===== src/rtl/core/lfu_pkg.sv =====
// Package for the LFU cache with LRU tie-break.
// Holds the control/status structs, the controller state encoding and fixed widths.
// No dependencies.
package lfu_pkg;

  localparam int KEY_W   = 32;
  localparam int VAL_W   = 31;
  localparam int CFG_W   = 5;
  localparam int PADDR_W = 3;
  localparam int PDATA_W = 32;

  localparam logic [CFG_W-1:0] CFG_CAP_RESET = 5'd16;

  // Value of the top address bit that selects the capacity register on the configuration port.
  localparam logic REG_ACTIVE_CAP = 1'b0;

  // Operation codes of the kind field.
  localparam logic KIND_GET = 1'b0;
  localparam logic KIND_PUT = 1'b1;

  typedef enum logic [2:0] {
    S_IDLE   = 3'b001,
    S_SCAN   = 3'b010,
    S_COMMIT = 3'b100
  } lfu_state_t;

  typedef struct packed {
    logic load;
    logic scan;
    logic commit;
  } lfu_cmd_t;

  typedef struct packed {
    logic scan_done;
  } lfu_stat_t;

endpackage


===== src/rtl/core/lfu_ram.sv =====
// Generic simple dual-port RAM: one write port, one read port with registered data.
// No dependencies.
module lfu_ram #(
  parameter int DATA_W = 32,
  parameter int DEPTH  = 16,
  parameter int ADDR_W = (DEPTH > 1) ? $clog2(DEPTH) : 1
) (
  input  logic              clk,
  input  logic              we,
  input  logic [ADDR_W-1:0] waddr,
  input  logic [DATA_W-1:0] wdata,
  input  logic [ADDR_W-1:0] raddr,
  output logic [DATA_W-1:0] rdata
);

  logic [DATA_W-1:0] mem [DEPTH];
  logic [DATA_W-1:0] rdata_r;

  always_ff @(posedge clk) begin
    if (we) begin
      mem[waddr] <= wdata;
    end
    rdata_r <= mem[raddr];
  end

  assign rdata = rdata_r;

endmodule


===== src/rtl/core/lfu_ctrl.sv =====
// Controller state machine for the LFU cache: idle, entry scan, commit.
// Depends on lfu_pkg.
module lfu_ctrl import lfu_pkg::*; (
  input  logic      clk,
  input  logic      rst_n,
  input  logic      start,
  input  lfu_stat_t stat,
  output lfu_cmd_t  cmd,
  output logic      busy
);

  lfu_state_t state_r, state_nxt;

  always_ff @(posedge clk) begin
    if (!rst_n) begin
      state_r <= S_IDLE;
    end else begin
      state_r <= state_nxt;
    end
  end

  always_comb begin
    state_nxt  = state_r;
    cmd        = '0;
    case (state_r)
      S_IDLE: begin
        if (start) begin
          cmd.load  = 1'b1;
          state_nxt = S_SCAN;
        end
      end
      S_SCAN: begin
        cmd.scan = 1'b1;
        if (stat.scan_done) begin
          state_nxt = S_COMMIT;
        end
      end
      S_COMMIT: begin
        cmd.commit = 1'b1;
        state_nxt  = S_IDLE;
      end
      default: begin
        state_nxt = S_IDLE;
      end
    endcase
  end

  assign busy = (state_r != S_IDLE);

endmodule


===== src/rtl/core/lfu_dp.sv =====
// Datapath of the LFU cache: entry memories, valid bits, recency ranks,
// scan pipeline with key match and victim tracking, commit of one request.
// Depends on lfu_pkg and lfu_ram.
module lfu_dp import lfu_pkg::*; #(
  parameter int CAPACITY   = 16,
  parameter int COUNT_BITS = 16
) (
  input  logic             clk,
  input  logic             rst_n,
  input  lfu_cmd_t         cmd,
  output lfu_stat_t        stat,
  input  logic [CFG_W-1:0] active_capacity,
  input  logic             cfg_clear,
  input  logic             in_kind,
  input  logic [KEY_W-1:0] in_key,
  input  logic [VAL_W-1:0] in_value,
  output logic             out_valid,
  output logic             out_hit,
  output logic [VAL_W-1:0] out_read_value,
  output logic             out_evicted
);

  localparam int IW = (CAPACITY > 1) ? $clog2(CAPACITY) : 1;
  localparam int CW = $clog2(CAPACITY + 1);
  localparam logic [COUNT_BITS-1:0] COUNT_MAX = {COUNT_BITS{1'b1}};

  // Captured request
  logic             kind_r;
  logic [KEY_W-1:0] key_r;
  logic [VAL_W-1:0] value_r;

  // Scan pipeline
  logic [CW-1:0] addr_r;
  logic          pend_r;
  logic [IW-1:0] idx_r;

  // Scan results
  logic                  found_r;
  logic [IW-1:0]         fidx_r;
  logic [VAL_W-1:0]      fval_r;
  logic [COUNT_BITS-1:0] fcnt_r;
  logic [IW-1:0]         frank_r;
  logic                  vic_ok_r;
  logic [IW-1:0]         vidx_r;
  logic [COUNT_BITS-1:0] vcnt_r;
  logic [IW-1:0]         vrank_r;
  logic [CW-1:0]         occ_r;
  logic                  free_ok_r;
  logic [IW-1:0]         free_idx_r;

  // Per-entry state
  logic [CAPACITY-1:0] valid_r;
  logic [IW-1:0]       rank_r [CAPACITY];

  // Output registers
  logic             out_valid_r;
  logic             out_hit_r;
  logic [VAL_W-1:0] out_rd_r;
  logic             out_ev_r;

  // Memory ports
  logic [KEY_W-1:0]      key_rd;
  logic [VAL_W-1:0]      val_rd;
  logic [COUNT_BITS-1:0] cnt_rd;
  logic [IW-1:0]         wr_addr;
  logic                  key_we, val_we, cnt_we;
  logic [COUNT_BITS-1:0] cnt_wdata;

  logic [CW-1:0] cap;
  logic          cap_zero;
  logic          issue;
  logic          e_valid;
  logic [IW-1:0] e_rank;
  logic          hit, do_ins, full, do_evict, ins_ok;
  logic [IW-1:0] slot;

  always_comb begin
    if (32'(active_capacity) > 32'(CAPACITY)) begin
      cap = CW'(CAPACITY);
    end else begin
      cap = CW'(active_capacity);
    end
  end
  assign cap_zero = (cap == '0);

  assign issue      = cmd.scan && (32'(addr_r) < 32'(CAPACITY));
  assign e_valid    = valid_r[idx_r];
  assign e_rank     = rank_r[idx_r];
  assign stat.scan_done = pend_r && (32'(addr_r) == 32'(CAPACITY));

  lfu_ram #(.DATA_W(KEY_W), .DEPTH(CAPACITY), .ADDR_W(IW)) u_key_ram (
    .clk   (clk),
    .we    (key_we),
    .waddr (wr_addr),
    .wdata (key_r),
    .raddr (addr_r[IW-1:0]),
    .rdata (key_rd)
  );

  lfu_ram #(.DATA_W(VAL_W), .DEPTH(CAPACITY), .ADDR_W(IW)) u_val_ram (
    .clk   (clk),
    .we    (val_we),
    .waddr (wr_addr),
    .wdata (value_r),
    .raddr (addr_r[IW-1:0]),
    .rdata (val_rd)
  );

  lfu_ram #(.DATA_W(COUNT_BITS), .DEPTH(CAPACITY), .ADDR_W(IW)) u_cnt_ram (
    .clk   (clk),
    .we    (cnt_we),
    .waddr (wr_addr),
    .wdata (cnt_wdata),
    .raddr (addr_r[IW-1:0]),
    .rdata (cnt_rd)
  );

  // Commit decisions
  assign hit      = found_r && !cap_zero;
  assign do_ins   = !cap_zero && !found_r && (kind_r == KIND_PUT);
  assign full     = (occ_r >= cap);
  assign do_evict = do_ins && full && vic_ok_r;
  assign ins_ok   = do_ins && (free_ok_r || do_evict);

  always_comb begin
    if (do_evict && !(free_ok_r && (free_idx_r < vidx_r))) begin
      slot = vidx_r;
    end else begin
      slot = free_idx_r;
    end
  end

  assign wr_addr   = hit ? fidx_r : slot;
  assign key_we    = cmd.commit && ins_ok;
  assign val_we    = cmd.commit && ((hit && (kind_r == KIND_PUT)) || ins_ok);
  assign cnt_we    = cmd.commit && (hit || ins_ok);
  assign cnt_wdata = hit ? ((fcnt_r == COUNT_MAX) ? fcnt_r : fcnt_r + 1'b1)
                         : COUNT_BITS'(1);

  // Request capture and scan
  always_ff @(posedge clk) begin
    if (!rst_n) begin
      pend_r <= 1'b0;
    end else begin
      pend_r <= issue;
    end
  end

  always_ff @(posedge clk) begin
    if (cmd.load) begin
      kind_r    <= in_kind;
      key_r     <= in_key;
      value_r   <= in_value;
      addr_r    <= '0;
      found_r   <= 1'b0;
      vic_ok_r  <= 1'b0;
      occ_r     <= '0;
      free_ok_r <= 1'b0;
    end else begin
      if (issue) begin
        idx_r  <= addr_r[IW-1:0];
        addr_r <= addr_r + 1'b1;
      end
      if (pend_r) begin
        if (e_valid) begin
          occ_r <= occ_r + 1'b1;
          if (key_rd == key_r) begin
            found_r <= 1'b1;
            fidx_r  <= idx_r;
            fval_r  <= val_rd;
            fcnt_r  <= cnt_rd;
            frank_r <= e_rank;
          end
          if (!vic_ok_r || (cnt_rd < vcnt_r) ||
              ((cnt_rd == vcnt_r) && (e_rank > vrank_r))) begin
            vic_ok_r <= 1'b1;
            vidx_r   <= idx_r;
            vcnt_r   <= cnt_rd;
            vrank_r  <= e_rank;
          end
        end else if (!free_ok_r) begin
          free_ok_r  <= 1'b1;
          free_idx_r <= idx_r;
        end
      end
    end
  end

  // Valid bits and recency ranks, updated in parallel at commit; valid bits also clear on reset or a capacity write
  for (genvar i = 0; i < CAPACITY; i++) begin : g_entry
    localparam logic [IW-1:0] ME = IW'(i);

    always_ff @(posedge clk) begin
      if (!rst_n || cfg_clear) begin
        valid_r[i] <= 1'b0;
      end else if (cmd.commit) begin
        if (ins_ok && (slot == ME)) begin
          valid_r[i] <= 1'b1;
        end else if (do_evict && (vidx_r == ME)) begin
          valid_r[i] <= 1'b0;
        end
      end
    end

    always_ff @(posedge clk) begin
      if (cmd.commit) begin
        if (hit) begin
          if (fidx_r == ME) begin
            rank_r[i] <= '0;
          end else if (valid_r[i] && (rank_r[i] < frank_r)) begin
            rank_r[i] <= rank_r[i] + 1'b1;
          end
        end else if (ins_ok) begin
          if (slot == ME) begin
            rank_r[i] <= '0;
          end else if (valid_r[i] && !(do_evict && (rank_r[i] > vrank_r))) begin
            rank_r[i] <= rank_r[i] + 1'b1;
          end
        end
      end
    end
  end

  // Result register
  always_ff @(posedge clk) begin
    if (!rst_n) begin
      out_valid_r <= 1'b0;
    end else begin
      out_valid_r <= cmd.commit;
    end
  end

  always_ff @(posedge clk) begin
    if (cmd.commit) begin
      out_hit_r <= hit;
      out_rd_r  <= (hit && (kind_r == KIND_GET)) ? fval_r : '0;
      out_ev_r  <= do_ins && full;
    end
  end

  assign out_valid      = out_valid_r;
  assign out_hit        = out_hit_r;
  assign out_read_value = out_rd_r;
  assign out_evicted    = out_ev_r;

endmodule


===== src/rtl/core/lfu_cache_replacement.sv =====
// LFU cache with LRU tie-break: one request at a time, accepted only while the controller is
// idle; the result strobe is registered from the commit state. The entry scan reads one
// key/value/count memory row per cycle.
// The result strobe lasts one cycle and cannot be held off.
// Reset (rst_n low, synchronous): cache empty, active_capacity = 16, controller idle.
// Depends on lfu_pkg, lfu_ctrl, lfu_dp, lfu_ram.
module lfu_cache_replacement import lfu_pkg::*; #(
  parameter int CAPACITY   = 16,
  parameter int COUNT_BITS = 16
) (
  input  logic               clk,
  input  logic               rst_n,
  // request channel
  input  logic               start,
  output logic               busy,
  input  logic               in_kind,
  input  logic [KEY_W-1:0]   in_key,
  input  logic [VAL_W-1:0]   in_value,
  // result channel
  output logic               out_valid,
  output logic               out_hit,
  output logic [VAL_W-1:0]   out_read_value,
  output logic               out_evicted,
  // configuration port
  input  logic               psel,
  input  logic               penable,
  input  logic               pwrite,
  input  logic [PADDR_W-1:0] paddr,
  input  logic [PDATA_W-1:0] pwdata,
  output logic [PDATA_W-1:0] prdata,
  output logic               pready
);

  lfu_cmd_t         cmd;
  lfu_stat_t        stat;
  logic [CFG_W-1:0] active_capacity_r;
  logic             cfg_wr;
  logic             cfg_clear;

  // Configuration: one register, zero wait states. Writing the capacity
  // also empties the cache so occupancy never exceeds the new capacity.
  assign pready    = 1'b1;
  assign cfg_wr    = psel && penable && pwrite && pready;
  assign cfg_clear = cfg_wr && (paddr[PADDR_W-1] == REG_ACTIVE_CAP);

  always_ff @(posedge clk) begin
    if (!rst_n) begin
      active_capacity_r <= CFG_CAP_RESET;
    end else if (cfg_clear) begin
      active_capacity_r <= pwdata[CFG_W-1:0];
    end
  end

  always_comb begin
    if (paddr[PADDR_W-1] == REG_ACTIVE_CAP) begin
      prdata = {{(PDATA_W-CFG_W){1'b0}}, active_capacity_r};
    end else begin
      prdata = '0;
    end
  end

  // Controller: accept a request when idle, scan every entry slot, then commit.
  lfu_ctrl u_ctrl (
    .clk   (clk),
    .rst_n (rst_n),
    .start (start),
    .stat  (stat),
    .cmd   (cmd),
    .busy  (busy)
  );

  // Datapath: hold the request, find the key and the eviction victim during
  // the scan, then update memories, valid bits and recency ranks at commit.
  lfu_dp #(
    .CAPACITY   (CAPACITY),
    .COUNT_BITS (COUNT_BITS)
  ) u_dp (
    .clk             (clk),
    .rst_n           (rst_n),
    .cmd             (cmd),
    .stat            (stat),
    .active_capacity (active_capacity_r),
    .cfg_clear       (cfg_clear),
    .in_kind         (in_kind),
    .in_key          (in_key),
    .in_value        (in_value),
    .out_valid       (out_valid),
    .out_hit         (out_hit),
    .out_read_value  (out_read_value),
    .out_evicted     (out_evicted)
  );

endmodule


===== config.mk =====
export PLATFORM = sky130hd
export DESIGN_NAME = lfu_cache_replacement
export DESIGN_NICKNAME = d
export VERILOG_FILES = /design/src/rtl/core/lfu_pkg.sv /design/src/rtl/core/lfu_ram.sv /design/src/rtl/core/lfu_ctrl.sv /design/src/rtl/core/lfu_dp.sv /design/src/rtl/core/lfu_cache_replacement.sv
export SDC_FILE = /design/constraint.sdc
export NUM_CORES = 2
export LEC_CHECK = 0
export BUFFER_PORTS_ARGS = -buffer_cell sky130_fd_sc_hd__buf_2
export CAP_MARGIN = 30
export CORE_UTILIZATION = 50
export DETAILED_ROUTE_END_ITERATION = 16
export PLACE_DENSITY = 0.72
export SYNTH_ARGS = -nofsm -noshare
export SYNTH_HDL_FRONTEND = slang
export SYNTH_SLANG_ARGS = --single-unit
export TNS_END_PERCENT = 100

===== constraint.sdc =====
create_clock -name clk -period 8.1 [get_ports clk]
set_input_delay 0.81 -clock clk [delete_from_list [all_inputs] [get_ports clk]]
set_output_delay 0.81 -clock clk [all_outputs]
set_load 0.03 [all_outputs]

==> metrics.md <==
| Metric | Value |
|---|---|
| Final Cycle Share | 0.604 |
| R2r setup slk | 3.20 ns |
| RSZ-0062 raised after global routing | no |
| Root buffer cell | clkbuf_16 |
| Io pins | 173 |
| Pin count of the biggest net entering global routing | between 100 and 150 |
| Seq/Total Area, Yosys | 0.733 |
| Yosys warnings | 0 |
| Fin. max-slew vios | 0 |
| Cell taking the most area after synthesis | edfxtp_1 |
| Ys async rst share | 0 |
| Die width | 363 um |
| First-pass GRT wire length | 209 mm |
| Total global routing overflow | 0 |
| Placed wire-length estimate | ~80 mm |
| Cell Rows | between 100 and 150 |
| Critical path class | register to register |
| Post-Synthesis Cells | 3213 |
| Worst hold slack | 0.199 ns |
| Minimum clock period | 4.90 ns |
| GR Util All Layers | 0.216 |
| Hold Crit Start | in_key[3] |
| R2r endpoint | u_dp.u_key_ram.mem[14][6] |
| CP arrival | 5.34 ns |
| Die height | 363 um |
| Max-slew headroom | 0.275 |
| Area growth syn-to-layout | 13.3% |
| Layout fillers | approximately 9400 |
| Sinks on Clock Net | 1634 |
| Via count | about 32000 |
| Initial antenna violation count | 3 |
| Critical Path RT | 8.54 ns |
| Num CTS Buffers | 161 |
| Most frequent cells in the layout | edfxtp_1, mux4_2, clkbuf_16 |
| Status | complete, no violations |
| I/O Buffers | 115 |
| CP endpoint kind | register |
| Post-Syn Area | 65200 um^2 |
| Max Cap Viol | 0 |
| Distinct cells, synth | 71 |
| Net count, final | 3718 |
| P_leak | 24.2 nW |
| WL final | about 140 mm |
| CP max FO | 30 |
| Core Box Area | 129000 um^2 |
| DRT Pass-1 Iters | 5 |
| Vias in the first global route | 32126 |
| Pwr Density | 233 nW/um^2 |
| FF-to-FF Start | active_capacity_r[4] |
| GPL Wtd Cong | about 0.9 |
| Number of synthesized flops with an enable pin | approximately 1500 |
| Ranking of synthesized cells by area | edfxtp_1, mux4_2, dfxtp_1, ha_1, xor2_1 |
| Worst hold path type | input port to register |
| Initial DRC count | 3714 |
| H-Tree Depth | 4 |
| Fin. Hold Viols | 0 |
| CTS Buffer Depth | 3 |
| Endpoint of the worst hold path | u_dp.key_r[3] |
| CTS hold repair buffers | 0 |
| Setup Skew | 0.0283 ns |
| Syn avg cell area | 20.3 um^2 |
| Initial Utilization | 0.504 |
| Finish-stage setup viols | 0 |
| Fmax | 0.204 GHz |
| Ys flop type | edfxtp_1 |
| Average wire per standard cell | 26.4 um |
| Die area | 132000 um^2 |
| Worst Tran Pin Value | 1.07 ns |
| Max VDD drop | 0.240 mV |
| Clock Pin Slew Worst Setup and Hold Paths | about 0.060 ns |
| R2r worst-path depth | 11 |
| DRC Markers | 0 |
| Setup TNS | 0 ns |
| Antenna Nets Post-Route | 0 |
| FF+latch count, synth | roughly 1600 |
| Worst Setup Start Kind | register |
| Via-to-Cell Ratio | 5.99 |
| Hold path cells | 1 |
| Post_cts resized | 0 |
| Share of cells above drive strength 1 | 0.265 |
| Clock Latency Late Sink | 0.78 ns |
| Synth top area share | 0.696 |
| # Post-CTS Setup Buffers | 0 |
| Most common cell after layout, fill and taps aside | edfxtp_1 |
| CTS tree | done |
[registers in the layout (all words and copies together) (netlist names), 5 cells and up, named ones only]
| register | flops |
|---|---|
| u_dp.u_key_ram.mem | 512 |
| u_dp.u_val_ram.mem | 496 |
| u_dp.u_cnt_ram.mem | 256 |
| u_dp.rank_r | 64 |
| u_dp.key_r | 32 |
| u_dp.u_key_ram.rdata | 32 |
| u_dp.fval_r | 31 |
| u_dp.out_read_value | 31 |
| u_dp.u_val_ram.rdata | 31 |
| u_dp.value_r | 31 |
| u_dp.fcnt_r | 16 |
| u_dp.u_cnt_ram.rdata | 16 |
| u_dp.valid_r | 16 |
| u_dp.vcnt_r | 16 |
| active_capacity_r | 5 |
| u_dp.addr_r | 5 |
| u_dp.occ_r | 5 |
[where the power goes]
part           internal [W]  total [W]  switching [W]
logic              0.000210   0.000422       0.000212
clock network       0.00432    0.00744        0.00312
registers           0.00926    0.00937       0.000116
[critical path: stages, from the launching register on]
cell     delay (ns)
dfxtp_1        0.37
inv_1          0.19
nand2_1        0.08
ha_1           0.30
nand2_1        0.05
o21ai_1        0.22
a41o_1         0.78
o211a_1        0.22
buf_4          0.37
nand3_1        0.61
nor2_4         0.95
buf_4          0.41
[cells in the mapped netlist (all sizes together), types with 29 or more instances]
library cell,number
a21oi,49
and3,36
nand4,35
ha,160
inv,72
edfxtp,1512
clkbuf,83
nand2,43
nand2b,29
dfxtp,122
nor2,115
nor2b,47
xor2,61
mux4,420
buf,75
nand3,43
o21ai,52
o21a,33
[stage by stage]
stage | util | cell area, um^2 | setup slack (ns) | power (W) | instances
floorplan | - | 65300 | 2.18 | 0.00983 | 3239
global placement | 0.526 | 68200 | 3.14 | 0.00996 | 5005
detailed placement | 0.529 | 68500 | 3.19 | 0.00997 | 5028
CTS | 0.570 | 73800 | 3.18 | 0.0173 | 5329
global route | 0.571 | 73900 | 2.93 | 0.0177 | 5333
finish | 0.571 | 73900 | 3.20 | 0.0172 | 5334
[layout make-up]
class | instances | area [um^2] | share of cell area
Clock buffer | 227 | 4510 | 0.0611
Clock inverter | 74 | 767 | 0.0104
Sequential cell | 1634 | 47900 | 0.647
Multi-Input combinational cell | 1375 | 16700 | 0.226
Tap cell | 1742 | 2180 | 0.0295
Antenna cell | 1 | 2.50 | 0.0000338
Inverter | 72 | 273 | 0.00369
Timing Repair Buffer | 209 | 1590 | 0.0216
[layer usage]
layer / vias to the layer above / global-route usage / part of all wire
met3: 235 / 0.0383 / 0.069
li1: 13653 / - / -
met2: 1254 / 0.343 / 0.49
met1: 16833 / 0.308 / 0.42
met5: - / 0 / 0.000092
met4: 2 / 0.0654 / 0.023
[worst max-delay path by stage]
stage                                      end                  from  slack [ns]
floorplan                       u_dp.fcnt_r[0]         u_dp.idx_r[1]        2.18
global placement      u_dp.u_val_ram.mem[6][9]  active_capacity_r[4]        3.14
detailed placement   u_dp.u_key_ram.mem[14][8]  active_capacity_r[4]        3.19
CTS                 u_dp.u_key_ram.mem[10][14]  active_capacity_r[4]        3.18
global route         u_dp.u_key_ram.mem[14][6]  active_capacity_r[4]        2.93
finish               u_dp.u_key_ram.mem[14][6]  active_capacity_r[4]        3.20
[logic make-up (layout without fill, tap and decap cells)]
logic type / after synthesis / after routing / synth area share
xor gates and xnor gates: 81 / 81 / 0.0109
buffers and inverters: 230 / 582 / 0.0153
AOI/OAI and AO/OA: 255 / 255 / 0.0281
adders and majority gates: 160 / 160 / 0.0307
other: 2 / 29 / 0.000115
and+or+nand+nor: 421 / 421 / 0.0348
muxes: 430 / 430 / 0.147
DFF: 1634 / 1634 / 0.733
No activity file was read; power rests on OpenSTA's default activity.
